$ cat src/design/pcd_pkg.sv
// ============================================================================
// pcd_pkg: shared types and constants of the PWM CO2 period decoder
// Field widths, register indexes, reset values, phase codes and the LED bar
// pattern lookup.
// ============================================================================
`default_nettype none

package pcd_pkg;

    // Field widths
    localparam int PIN_W       = 1;
    localparam int PHASE_W     = 3;
    localparam int PPM_W       = 16;
    localparam int BAR_W       = 4;
    localparam int PERIOD_W    = 12;
    localparam int SCALE_W     = 14;
    localparam int BASE_W      = 16;
    localparam int STEP_W      = 14;
    localparam int CFG_IDX_W   = 3;
    localparam int CFG_DATA_W  = 16;
    // base + 5 * step never exceeds 18 bits
    localparam int BOUND_W     = 18;
    localparam int BAND_IDX_W  = 3;

    // Register indexes
    localparam logic [CFG_IDX_W-1:0] REG_MIN_PERIOD = 3'd0;
    localparam logic [CFG_IDX_W-1:0] REG_MAX_PERIOD = 3'd1;
    localparam logic [CFG_IDX_W-1:0] REG_FULL_SCALE = 3'd2;
    localparam logic [CFG_IDX_W-1:0] REG_BAND_BASE  = 3'd3;
    localparam logic [CFG_IDX_W-1:0] REG_BAND_STEP  = 3'd4;

    // Register reset values
    localparam logic [PERIOD_W-1:0] MIN_PERIOD_RST = 12'd800;
    localparam logic [PERIOD_W-1:0] MAX_PERIOD_RST = 12'd1200;
    localparam logic [SCALE_W-1:0]  FULL_SCALE_RST = 14'd2000;
    localparam logic [BASE_W-1:0]   BAND_BASE_RST  = 16'd400;
    localparam logic [STEP_W-1:0]   BAND_STEP_RST  = 14'd200;

    // Measurement phases
    localparam logic [PHASE_W-1:0] PH_START     = 3'd0;
    localparam logic [PHASE_W-1:0] PH_WAIT_LOW  = 3'd1;
    localparam logic [PHASE_W-1:0] PH_WAIT_HIGH = 3'd2;
    localparam logic [PHASE_W-1:0] PH_CNT_HIGH  = 3'd3;
    localparam logic [PHASE_W-1:0] PH_CNT_LOW   = 3'd4;

    // Last band index (red only)
    localparam logic [BAND_IDX_W-1:0] BAND_LAST = 3'd6;

    // Divider result handed back to the sequencer
    typedef struct packed {
        logic             done;
        logic [PPM_W-1:0] quot;
    } t_div_result;

    // LED bar lamp pattern of band k
    function automatic logic [BAR_W-1:0] bar_pattern(input logic [BAND_IDX_W-1:0] k);
        logic [BAR_W-1:0] p;
        unique case (k)
            3'd0:    p = 4'h1;
            3'd1:    p = 4'h3;
            3'd2:    p = 4'h2;
            3'd3:    p = 4'h6;
            3'd4:    p = 4'h4;
            3'd5:    p = 4'hC;
            default: p = 4'h8;
        endcase
        return p;
    endfunction

endpackage

`default_nettype wire

$ cat src/design/pcd_in_if.sv
// ============================================================================
// pcd_in_if: sample channel
// One beat carries the sensor pin level sampled at one millisecond tick.
// ============================================================================
`default_nettype none

interface pcd_in_if;
    logic                        valid;
    logic                        ready;
    logic [pcd_pkg::PIN_W-1:0]   pin_level;

    modport source (output valid, output pin_level, input ready);
    modport sink   (input valid, input pin_level, output ready);
endinterface

`default_nettype wire

$ cat src/design/pcd_out_if.sv
// ============================================================================
// pcd_out_if: result channel
// One beat per tick: phase, outcome flags, concentration and LED state.
// ============================================================================
`default_nettype none

interface pcd_out_if;
    logic                          valid;
    logic                          ready;
    logic [pcd_pkg::PHASE_W-1:0]   phase;
    logic                          done_res;
    logic                          error;
    logic [pcd_pkg::PPM_W-1:0]     ppm;
    logic [pcd_pkg::BAR_W-1:0]     bar_leds;
    logic                          error_led;

    modport source (output valid, output phase, output done_res, output error,
                    output ppm, output bar_leds, output error_led, input ready);
    modport sink   (input valid, input phase, input done_res, input error,
                    input ppm, input bar_leds, input error_led, output ready);
endinterface

`default_nettype wire

$ cat src/design/pcd_divider.sv
// ============================================================================
// pcd_divider: saturating restoring divider
// Returns min(num / den, 65535), one quotient bit per cycle.
// ============================================================================
`default_nettype none

module pcd_divider #(
    parameter int CW = 12
) (
    input  wire logic                          i_clk,
    input  wire logic                          i_rst_n,
    input  wire logic                          i_start,
    input  wire logic [pcd_pkg::SCALE_W+CW-1:0] i_num,
    input  wire logic [CW:0]                   i_den,
    output pcd_pkg::t_div_result               o_res
);

    localparam int QW    = pcd_pkg::PPM_W;
    localparam int NW    = pcd_pkg::SCALE_W + CW;
    localparam int DW    = CW + 1;
    localparam int XW    = DW + QW;
    localparam int CNT_W = $clog2(QW);
    localparam logic [CNT_W-1:0] CNT_LAST = CNT_W'(QW - 1);

    logic             r_busy;
    logic             r_done;
    logic [CNT_W-1:0] r_cnt;
    logic [DW-1:0]    r_rem;
    logic [DW-1:0]    r_den;
    logic [QW-1:0]    r_low;

    logic             w_sat;
    logic [DW:0]      w_trial;
    logic [DW-1:0]    n_rem;
    logic             n_qbit;

    // quotient overflows 16 bits exactly when num >= den * 2^16
    assign w_sat = XW'(i_num) >= {i_den, {QW{1'b0}}};

    always_comb begin
        w_trial = {r_rem, r_low[QW-1]};
        if (w_trial >= {1'b0, r_den}) begin
            n_rem  = DW'(w_trial - {1'b0, r_den});
            n_qbit = 1'b1;
        end else begin
            n_rem  = DW'(w_trial);
            n_qbit = 1'b0;
        end
    end

    always_ff @(posedge i_clk) begin
        if (!i_rst_n) begin
            r_busy <= 1'b0;
            r_done <= 1'b0;
            r_cnt  <= '0;
        end else begin
            r_done <= 1'b0;
            if (i_start) begin
                r_cnt <= '0;
                if (w_sat) begin
                    r_done <= 1'b1;
                end else begin
                    r_busy <= 1'b1;
                end
            end else if (r_busy) begin
                r_cnt <= r_cnt + 1'b1;
                if (r_cnt == CNT_LAST) begin
                    r_busy <= 1'b0;
                    r_done <= 1'b1;
                end
            end
        end
    end

    // upper numerator bits are below den, so they seed the remainder
    always_ff @(posedge i_clk) begin
        if (i_start) begin
            r_rem <= DW'(i_num[NW-1:QW]);
            r_den <= i_den;
            r_low <= w_sat ? {QW{1'b1}} : i_num[QW-1:0];
        end else if (r_busy) begin
            r_rem <= n_rem;
            r_low <= {r_low[QW-2:0], n_qbit};
        end
    end

    assign o_res.done = r_done;
    assign o_res.quot = r_low;

endmodule

`default_nettype wire

$ cat src/design/pwm_co2_period_decoder_unit.sv
// ============================================================================
// pwm_co2_period_decoder_unit: PWM CO2 sensor period decoder with LED bar
// Measures high and low time of the sensor PWM output, converts a valid
// period to ppm and drives a seven-band four-LED bar plus an error LED.
// ============================================================================
// Usage:
//   i_in carries one beat per millisecond tick with the sampled pin level.
//   o_out returns exactly one beat per input beat: the phase after the tick,
//   done/error flags of this tick, last ppm, bar LEDs and the error LED.
//   Registers (min_period, max_period, full_scale, band_base, band_step) are
//   written through i_cfg_we/i_cfg_idx/i_cfg_data; the user must do so only
//   while the block is idle, which the block itself does not enforce.
// Processing:
//   An ordinary tick writes its result beat into the output register on
//   acceptance, so ordinary ticks can follow one per cycle while beats drain.
//   A tick that completes a period runs the multiplier, a divider start step,
//   the serial divider (which develops the quotient bit by bit and hands it
//   back; a saturating quotient skips the bit loop) and the band search (one
//   boundary per cycle through one adder/comparator). A short high time or a
//   nonpositive divisor skips the divider. One tick is in flight at a time.
// Reset: synchronous, active low. Registers return to their defaults, phase
//   returns to start, counts, ppm, bar and error LED clear.
// Stall: a result beat is held in the output register until taken; the next
//   tick is accepted in the same cycle that the pending beat drains.
// ============================================================================
`default_nettype none

module pwm_co2_period_decoder_unit #(
    parameter int COUNT_WIDTH = 12
) (
    input  wire logic                              i_clk,
    input  wire logic                              i_rst_n,
    input  wire logic                              i_cfg_we,
    input  wire logic [pcd_pkg::CFG_IDX_W-1:0]     i_cfg_idx,
    input  wire logic [pcd_pkg::CFG_DATA_W-1:0]    i_cfg_data,
    pcd_in_if.sink                                 i_in,
    pcd_out_if.source                              o_out
);

    localparam int CW   = COUNT_WIDTH;
    localparam int CMPW = (CW > pcd_pkg::PERIOD_W) ? CW : pcd_pkg::PERIOD_W;
    localparam int SW   = (CW + 1 > pcd_pkg::PERIOD_W) ? CW + 1 : pcd_pkg::PERIOD_W;
    localparam int NW   = pcd_pkg::SCALE_W + CW;

    typedef enum logic [4:0] {
        S_IDLE  = 5'b00001,
        S_MUL   = 5'b00010,
        S_START = 5'b00100,
        S_DIV   = 5'b01000,
        S_BAND  = 5'b10000
    } t_seq_state;

    // ------------------------------------------------------------------
    // Configuration registers
    // ------------------------------------------------------------------
    logic [pcd_pkg::PERIOD_W-1:0] r_min_period;
    logic [pcd_pkg::PERIOD_W-1:0] r_max_period;
    logic [pcd_pkg::SCALE_W-1:0]  r_full_scale;
    logic [pcd_pkg::BASE_W-1:0]   r_band_base;
    logic [pcd_pkg::STEP_W-1:0]   r_band_step;

    always_ff @(posedge i_clk) begin
        if (!i_rst_n) begin
            r_min_period <= pcd_pkg::MIN_PERIOD_RST;
            r_max_period <= pcd_pkg::MAX_PERIOD_RST;
            r_full_scale <= pcd_pkg::FULL_SCALE_RST;
            r_band_base  <= pcd_pkg::BAND_BASE_RST;
            r_band_step  <= pcd_pkg::BAND_STEP_RST;
        end else if (i_cfg_we) begin
            unique case (i_cfg_idx)
                pcd_pkg::REG_MIN_PERIOD: r_min_period <= i_cfg_data[pcd_pkg::PERIOD_W-1:0];
                pcd_pkg::REG_MAX_PERIOD: r_max_period <= i_cfg_data[pcd_pkg::PERIOD_W-1:0];
                pcd_pkg::REG_FULL_SCALE: r_full_scale <= i_cfg_data[pcd_pkg::SCALE_W-1:0];
                pcd_pkg::REG_BAND_BASE:  r_band_base  <= i_cfg_data[pcd_pkg::BASE_W-1:0];
                pcd_pkg::REG_BAND_STEP:  r_band_step  <= i_cfg_data[pcd_pkg::STEP_W-1:0];
                default: ;
            endcase
        end
    end

    // ------------------------------------------------------------------
    // Measurement state
    // ------------------------------------------------------------------
    t_seq_state                      r_state;
    logic [pcd_pkg::PHASE_W-1:0]     r_phase;
    logic [CW-1:0]                   r_high_cnt;
    logic [CW-1:0]                   r_low_cnt;
    logic [pcd_pkg::PPM_W-1:0]       r_ppm;
    logic [pcd_pkg::BAR_W-1:0]       r_bar;
    logic                            r_err_led;
    logic                            r_out_valid;
    logic                            r_done_flag;
    logic                            r_err_flag;

    // multiply, divide and band search operands
    logic [NW-1:0]                   r_prod;
    logic [CW:0]                     r_den;
    logic [pcd_pkg::BOUND_W-1:0]     r_bound;
    logic [pcd_pkg::BAND_IDX_W-1:0]  r_band_k;

    logic                            w_in_fire;
    logic                            w_out_fire;
    logic                            w_div_start;
    pcd_pkg::t_div_result            w_div_res;

    logic [pcd_pkg::PHASE_W-1:0]     n_phase;
    logic [CW-1:0]                   n_high_cnt;
    logic [CW-1:0]                   n_low_cnt;
    logic                            n_done;
    logic                            n_err;
    logic [SW-1:0]                   w_sum;
    logic [CW:0]                     w_cnt_sum;
    logic                            w_band_hit;

    assign i_in.ready  = (r_state == S_IDLE) && (!r_out_valid || o_out.ready);
    assign w_in_fire   = i_in.valid && i_in.ready;
    assign w_out_fire  = r_out_valid && o_out.ready;
    assign w_div_start = (r_state == S_START);

    // Phase machine for one tick; start phase is folded into wait-low.
    always_comb begin
        n_phase    = r_phase;
        n_high_cnt = r_high_cnt;
        n_low_cnt  = r_low_cnt;
        n_done     = 1'b0;
        n_err      = 1'b0;
        w_sum      = '0;
        if (r_phase == pcd_pkg::PH_START || r_phase > pcd_pkg::PH_CNT_LOW) begin
            n_high_cnt = '0;
            n_low_cnt  = '0;
            n_phase    = pcd_pkg::PH_WAIT_LOW;
        end
        unique case (n_phase)
            pcd_pkg::PH_WAIT_LOW: begin
                if (!i_in.pin_level) begin
                    n_low_cnt = '0;
                    n_phase   = pcd_pkg::PH_WAIT_HIGH;
                end else begin
                    n_low_cnt = n_low_cnt + 1'b1;
                    n_err     = CMPW'(n_low_cnt) >= CMPW'(r_max_period);
                end
            end
            pcd_pkg::PH_WAIT_HIGH: begin
                if (i_in.pin_level) begin
                    n_high_cnt = '0;
                    n_phase    = pcd_pkg::PH_CNT_HIGH;
                end else begin
                    n_high_cnt = n_high_cnt + 1'b1;
                    n_err      = CMPW'(n_high_cnt) >= CMPW'(r_max_period);
                end
            end
            pcd_pkg::PH_CNT_HIGH: begin
                n_high_cnt = n_high_cnt + 1'b1;
                if (CMPW'(n_high_cnt) >= CMPW'(r_max_period)) begin
                    n_err = 1'b1;
                end else if (!i_in.pin_level) begin
                    n_phase = pcd_pkg::PH_CNT_LOW;
                end
            end
            default: begin
                n_low_cnt = n_low_cnt + 1'b1;
                if (CMPW'(n_low_cnt) >= CMPW'(r_max_period)) begin
                    n_err = 1'b1;
                end else if (i_in.pin_level) begin
                    // period window is open on both ends
                    w_sum = SW'({1'b0, n_high_cnt} + {1'b0, n_low_cnt});
                    if (SW'(r_min_period) < w_sum && w_sum < SW'(r_max_period)) begin
                        n_done = 1'b1;
                    end else begin
                        n_err = 1'b1;
                    end
                end
            end
        endcase
        if (n_err || n_done) begin
            n_phase = pcd_pkg::PH_START;
        end
    end

    assign w_cnt_sum  = {1'b0, r_high_cnt} + {1'b0, r_low_cnt};
    assign w_band_hit = (r_band_k == pcd_pkg::BAND_LAST) ||
                        (pcd_pkg::BOUND_W'(r_ppm) < r_bound);

    // ------------------------------------------------------------------
    // Sequencer: tick update, then multiply, divide and band search
    // ------------------------------------------------------------------
    always_ff @(posedge i_clk) begin
        if (!i_rst_n) begin
            r_state     <= S_IDLE;
            r_phase     <= pcd_pkg::PH_START;
            r_high_cnt  <= '0;
            r_low_cnt   <= '0;
            r_ppm       <= '0;
            r_bar       <= '0;
            r_err_led   <= 1'b0;
            r_out_valid <= 1'b0;
            r_done_flag <= 1'b0;
            r_err_flag  <= 1'b0;
        end else begin
            unique case (r_state)
                S_IDLE: begin
                    if (w_in_fire) begin
                        r_phase     <= n_phase;
                        r_high_cnt  <= n_high_cnt;
                        r_low_cnt   <= n_low_cnt;
                        r_done_flag <= n_done;
                        r_err_flag  <= n_err;
                        // any pending beat drains in this same cycle
                        r_out_valid <= !n_done;
                        if (n_done) begin
                            r_state <= S_MUL;
                        end else if (n_err) begin
                            r_bar     <= '0;
                            r_err_led <= 1'b1;
                        end
                    end else if (w_out_fire) begin
                        r_out_valid <= 1'b0;
                    end
                end
                S_MUL: begin
                    // short high time and nonpositive divisor skip the divider
                    if (r_high_cnt < CW'(2)) begin
                        r_ppm   <= '0;
                        r_state <= S_BAND;
                    end else if (w_cnt_sum <= (CW+1)'(4)) begin
                        r_ppm   <= '1;
                        r_state <= S_BAND;
                    end else begin
                        r_state <= S_START;
                    end
                end
                S_START: begin
                    r_state <= S_DIV;
                end
                S_DIV: begin
                    if (w_div_res.done) begin
                        r_ppm   <= w_div_res.quot;
                        r_state <= S_BAND;
                    end
                end
                S_BAND: begin
                    if (w_band_hit) begin
                        r_bar       <= pcd_pkg::bar_pattern(r_band_k);
                        r_err_led   <= 1'b0;
                        r_out_valid <= 1'b1;
                        r_state     <= S_IDLE;
                    end
                end
                default: r_state <= S_IDLE;
            endcase
        end
    end

    // Operand registers; load the first band boundary on entry to the search.
    always_ff @(posedge i_clk) begin
        if (r_state == S_MUL) begin
            r_prod   <= NW'(r_full_scale) * NW'(r_high_cnt - CW'(2));
            r_den    <= w_cnt_sum - (CW+1)'(4);
            r_bound  <= pcd_pkg::BOUND_W'(r_band_base);
            r_band_k <= '0;
        end else if (r_state == S_BAND) begin
            r_bound  <= r_bound + pcd_pkg::BOUND_W'(r_band_step);
            r_band_k <= r_band_k + 1'b1;
        end
    end

    pcd_divider #(
        .CW (CW)
    ) u_div (
        .i_clk   (i_clk),
        .i_rst_n (i_rst_n),
        .i_start (w_div_start),
        .i_num   (r_prod),
        .i_den   (r_den),
        .o_res   (w_div_res)
    );

    // ------------------------------------------------------------------
    // Result beat
    // ------------------------------------------------------------------
    assign o_out.valid     = r_out_valid;
    assign o_out.phase     = r_phase;
    assign o_out.done_res  = r_done_flag;
    assign o_out.error     = r_err_flag;
    assign o_out.ppm       = r_ppm;
    assign o_out.bar_leds  = r_bar;
    assign o_out.error_led = r_err_led;

    // ------------------------------------------------------------------
    // Assertions
    // ------------------------------------------------------------------
    a_no_accept_while_stalled: assert property (@(posedge i_clk) disable iff (!i_rst_n)
        i_in.ready |-> !(r_out_valid && !o_out.ready))
        else $error("tick accepted while a result beat is stalled");

    a_beat_only_when_idle: assert property (@(posedge i_clk) disable iff (!i_rst_n)
        r_out_valid |-> (r_state == S_IDLE))
        else $error("result beat pending while sequencer busy");

    a_done_xor_error: assert property (@(posedge i_clk) disable iff (!i_rst_n)
        r_out_valid |-> !(r_done_flag && r_err_flag))
        else $error("tick flagged both done and error");

    a_error_clears_bar: assert property (@(posedge i_clk) disable iff (!i_rst_n)
        (r_out_valid && r_err_flag) |-> (r_bar == '0 && r_err_led &&
                                          r_phase == pcd_pkg::PH_START))
        else $error("error beat without cleared bar and lit error LED");

    a_div_start_in_seq: assert property (@(posedge i_clk) disable iff (!i_rst_n)
        w_div_res.done |-> (r_state == S_DIV))
        else $error("divider finished outside the divide step");

endmodule

`default_nettype wire
$ cat src/flat_wrapper.sv
// flat-port wrapper written by rule: the top's interface ports become plain ports
module pwm_co2_period_decoder_unit_flat 
#(
    parameter int COUNT_WIDTH = 12
)
  (i_clk, i_rst_n, i_cfg_we, i_cfg_idx, i_cfg_data, i_in_valid, i_in_pin_level, i_in_ready, o_out_valid, o_out_phase, o_out_done_res, o_out_error, o_out_ppm, o_out_bar_leds, o_out_error_led, o_out_ready);
  pcd_in_if i_in_i ();
  pcd_out_if o_out_i ();
  input  wire logic i_clk;
  input  wire logic i_rst_n;
  input  wire logic i_cfg_we;
  input  wire logic [pcd_pkg::CFG_IDX_W-1:0] i_cfg_idx;
  input  wire logic [pcd_pkg::CFG_DATA_W-1:0] i_cfg_data;
  input wire logic [$bits(i_in_i.valid)-1:0] i_in_valid;
  input wire logic [$bits(i_in_i.pin_level)-1:0] i_in_pin_level;
  output wire logic [$bits(i_in_i.ready)-1:0] i_in_ready;
  output wire logic [$bits(o_out_i.valid)-1:0] o_out_valid;
  output wire logic [$bits(o_out_i.phase)-1:0] o_out_phase;
  output wire logic [$bits(o_out_i.done_res)-1:0] o_out_done_res;
  output wire logic [$bits(o_out_i.error)-1:0] o_out_error;
  output wire logic [$bits(o_out_i.ppm)-1:0] o_out_ppm;
  output wire logic [$bits(o_out_i.bar_leds)-1:0] o_out_bar_leds;
  output wire logic [$bits(o_out_i.error_led)-1:0] o_out_error_led;
  input wire logic [$bits(o_out_i.ready)-1:0] o_out_ready;
  assign i_in_i.valid = i_in_valid;
  assign i_in_i.pin_level = i_in_pin_level;
  assign i_in_ready = i_in_i.ready;
  assign o_out_valid = o_out_i.valid;
  assign o_out_phase = o_out_i.phase;
  assign o_out_done_res = o_out_i.done_res;
  assign o_out_error = o_out_i.error;
  assign o_out_ppm = o_out_i.ppm;
  assign o_out_bar_leds = o_out_i.bar_leds;
  assign o_out_error_led = o_out_i.error_led;
  assign o_out_i.ready = o_out_ready;
  pwm_co2_period_decoder_unit #(.COUNT_WIDTH(COUNT_WIDTH)) u_core (.i_clk(i_clk), .i_rst_n(i_rst_n), .i_cfg_we(i_cfg_we), .i_cfg_idx(i_cfg_idx), .i_cfg_data(i_cfg_data), .i_in(i_in_i), .o_out(o_out_i));
endmodule
$ cat config.mk
export PLATFORM = sky130hd
export DESIGN_NAME = pwm_co2_period_decoder_unit_flat
export DESIGN_NICKNAME = d
export VERILOG_FILES = /design/src/design/pcd_pkg.sv /design/src/design/pcd_in_if.sv /design/src/design/pcd_out_if.sv /design/src/design/pcd_divider.sv /design/src/design/pwm_co2_period_decoder_unit.sv /design/src/flat_wrapper.sv
export SDC_FILE = /design/constraint.sdc
export NUM_CORES = 1
export LEC_CHECK = 0
export ABC_AREA = 1
export BUFFER_PORTS_ARGS = -buffer_cell sky130_fd_sc_hd__buf_2
export CAP_MARGIN = 20
export CORE_AREA = 3 3 237 262
export DETAILED_ROUTE_END_ITERATION = 7
export DIE_AREA = 0 0 240 265
export HOLD_SLACK_MARGIN = 0.05
export PLACE_DENSITY = 0.45
export SETUP_SLACK_MARGIN = 0.3
export SKIP_CTS_REPAIR_TIMING = 1
export SYNTH_ARGS = -nofsm -noshare
export SYNTH_HDL_FRONTEND = slang
export SYNTH_HIERARCHICAL = 1
export SYNTH_SLANG_ARGS = --single-unit
$ cat constraint.sdc
create_clock -name i_clk -period 18.2 [get_ports i_clk]
set_input_delay 3.64 -clock i_clk [delete_from_list [all_inputs] [get_ports i_clk]]
set_output_delay 3.64 -clock i_clk [all_outputs]
set_load 0.02 [all_outputs]
==> results_dict.tcl <==
set metrics [dict create \
    cts_tree "built" \
    end_kind "register" \
    final_cell_mix "nand2_1, inv_1, nor2_1" \
    via_count 17400 \
    worstSetupPathType "reg -> reg" \
    clk_path_buf_depth 3 \
    cpPeakStageDelay_ps 540 \
    clkTransAtPathRegs_ps 60 \
    numPortBuffers 52 \
    io_pins 53 \
    fmax_ghz 0.128 \
    synth-edff-count 94 \
    status "completed" \
    area_growth_pct 9.66 \
    die_w_um 240 \
    yosysSeqAreaShare 0.269 \
    nNetsFinal 3141 \
    grtUsageTotal 0.193 \
    critPathArrivalTime_ps 8090 \
    hp-class "reg -> reg" \
    grt-ovfl-total 0 \
    synthCells 2745 \
    crit_top_cell "inv_1" \
    hold_start "u_core/r_band_base[3]" \
    maxCapViolations 0 \
    antenna_found_initial 2 \
    insertion_delay_ps 560 \
    synth_cell_types 53 \
    initial_core_util 0.348 \
    firstDrtPassIters 5 \
    syn-num-nets 3127 \
    die_area_um2 63600 \
    finalMaxSlewViolations 0 \
    synth_area_um2 20800 \
    setup_viol 0 \
    relSlewSlack 0.361 \
    rsz0062_at_grt "no" \
    cp-start-kind "register" \
    row_count 94 \
    layout_commonest_cell "nand2_1" \
    post-route-util 0.382 \
    core-area_um2 59700 \
    skew_ps 19.0 \
    ys_async_sr_fraction 0 \
    cts_max_level 1 \
    r2r-start "u_core/r_high_cnt[1]" \
    post-route-period-util 0.428 \
    ys_ff_latch 232 \
    gp_congestion 0.867 \
    worstMarginPinSlew_ps 957 \
    totalWireLength_mm 60.8 \
    drive_above_1_share 0.0622 \
    grt_pass1_wl_mm 96.6 \
    cts-root-buf "clkbuf_16" \
    slowest_stage "clkinv_1" \
    first_iter_violations 1069 \
    drc 0 \
    grt_pass1_vias 17300 \
    yosysWarnings 6 \
    grt_max_degree 85 \
    fin_crit_ps 7800 \
    path_max_fanout 18 \
    syn_avg_cell_area_um2 7.57 \
    hold_viol_final 0 \
    place_hpwl_mm 48.9 \
    synth_ff_type "dfxtp_1" \
    cts_buffers 29 \
    wire_per_inst_um 17.1 \
    drt-vias-per-instance 4.90 \
    final.setup.tns_ps 0 \
    cp-startpoint "u_core/r_high_cnt[1]" \
    ant_nets 0 \
    cts.sinks 232 \
    required_ps 18500 \
    die_y_um 265 \
]
==> worst paths after layout <==
| path | slack [ps] | endpoint | depth (start not counted) |
|---|---|---|---|
| max reg2reg | 10400 | u_core/r_prod[23] | 31 |
| min reg2reg | 450 | u_core/r_band_base[3] | 2 |
| max | 10400 | u_core/r_prod[23] | 31 |
| min | 450 | u_core/r_band_base[3] | 2 |
==> final cells by class <==
class                           instances  area [µm²]
Sequential cell                       232        5590
Inverter                              500        1880
Multi-Input combinational cell       1933       13000
Clock inverter                         15         185
Antenna cell                            2        5.00
Tap cell                              768         961
Timing Repair Buffer                   63         350
Clock buffer                           38         855
Fill cell                            6268       36900
==> per-stage QoR <==
step                      instance area [µm²]  cells  hold slack (ps)  setup WS (ps)
after global routing                    22800   3549              473           9740
after global placement                  21700   3495              441          10420
final                                   22800   3551              449          10400
after detailed placement                21700   3495              444          10420
after CTS                               22800   3548              454          10390
after floorplan                         20800   2745              425          10500
==> flip-flops by register name, indices dropped and copies added, names as in the netlist, 3 cells and up <==
| register | count |
|---|---|
| u_core/r_prod | 26 |
| u_core/r_bound | 18 |
| u_core/o_out.ppm | 16 |
| u_core/r_band_base | 16 |
| u_core/u_div/r_low | 16 |
| u_core/r_band_step | 14 |
| u_core/r_full_scale | 14 |
| u_core/r_den | 13 |
| u_core/u_div/r_den | 13 |
| u_core/u_div/r_rem | 13 |
| u_core/r_high_cnt | 12 |
| u_core/r_low_cnt | 12 |
| u_core/r_max_period | 12 |
| u_core/r_min_period | 12 |
| u_core/r_state | 5 |
| u_core/o_out.bar_leds | 4 |
| u_core/u_div/r_cnt | 4 |
| u_core/o_out.phase | 3 |
| u_core/r_band_k | 3 |
==> metal layers <==
metal,GRT usage,up-vias,routed length [µm]
met5,0,-,13
met4,0.0502,2,1570
met3,0.0263,64,2460
met2,0.315,306,28000
met1,0.269,8229,28800
li1,-,8790,-
==> critical path: cells and delay by family, from the launching register on <==
family | cells | cell delay [ps]
buffers and inverters | 8 | 1220
DFF | 1 | 460
and+or+nand+nor | 9 | 850
xor gates and xnor gates | 1 | 60
AOI/OAI and AO/OA | 5 | 1070
adders and majority gates | 8 | 3860
==> cells by family (layout without fill, tap and decap cells) <==
group                    after synthesis  count (layout)  synth area share
other                                  0               2                 0
buffers and inverters                580             616             0.108
AO/OA/AOI/OAI                        376             376             0.100
flip-flops                           232             232             0.269
XOR/XNOR                              72              72            0.0303
AND/OR/NAND/NOR                     1128            1128             0.229
adder cells (fa/ha/maj)              357             357             0.264
==> Yosys cell counts, types with 42 or more instances <==
cell,instances,area (µm²)
dfxtp_1,138,2760
inv_1,483,1810
o21ai_0,124,621
nor2_1,291,1090
edfxtp_1,94,2820
nand2_1,591,2220
nand3_1,130,651
fa_1,136,2720
xor2_1,42,368
ha_1,221,2770
a21oi_1,179,896
clkbuf_1,59,221
Power is left out: the tool's default activity adds up to more than one toggle a clock period on the data nets, which glitch-free logic cannot reach.
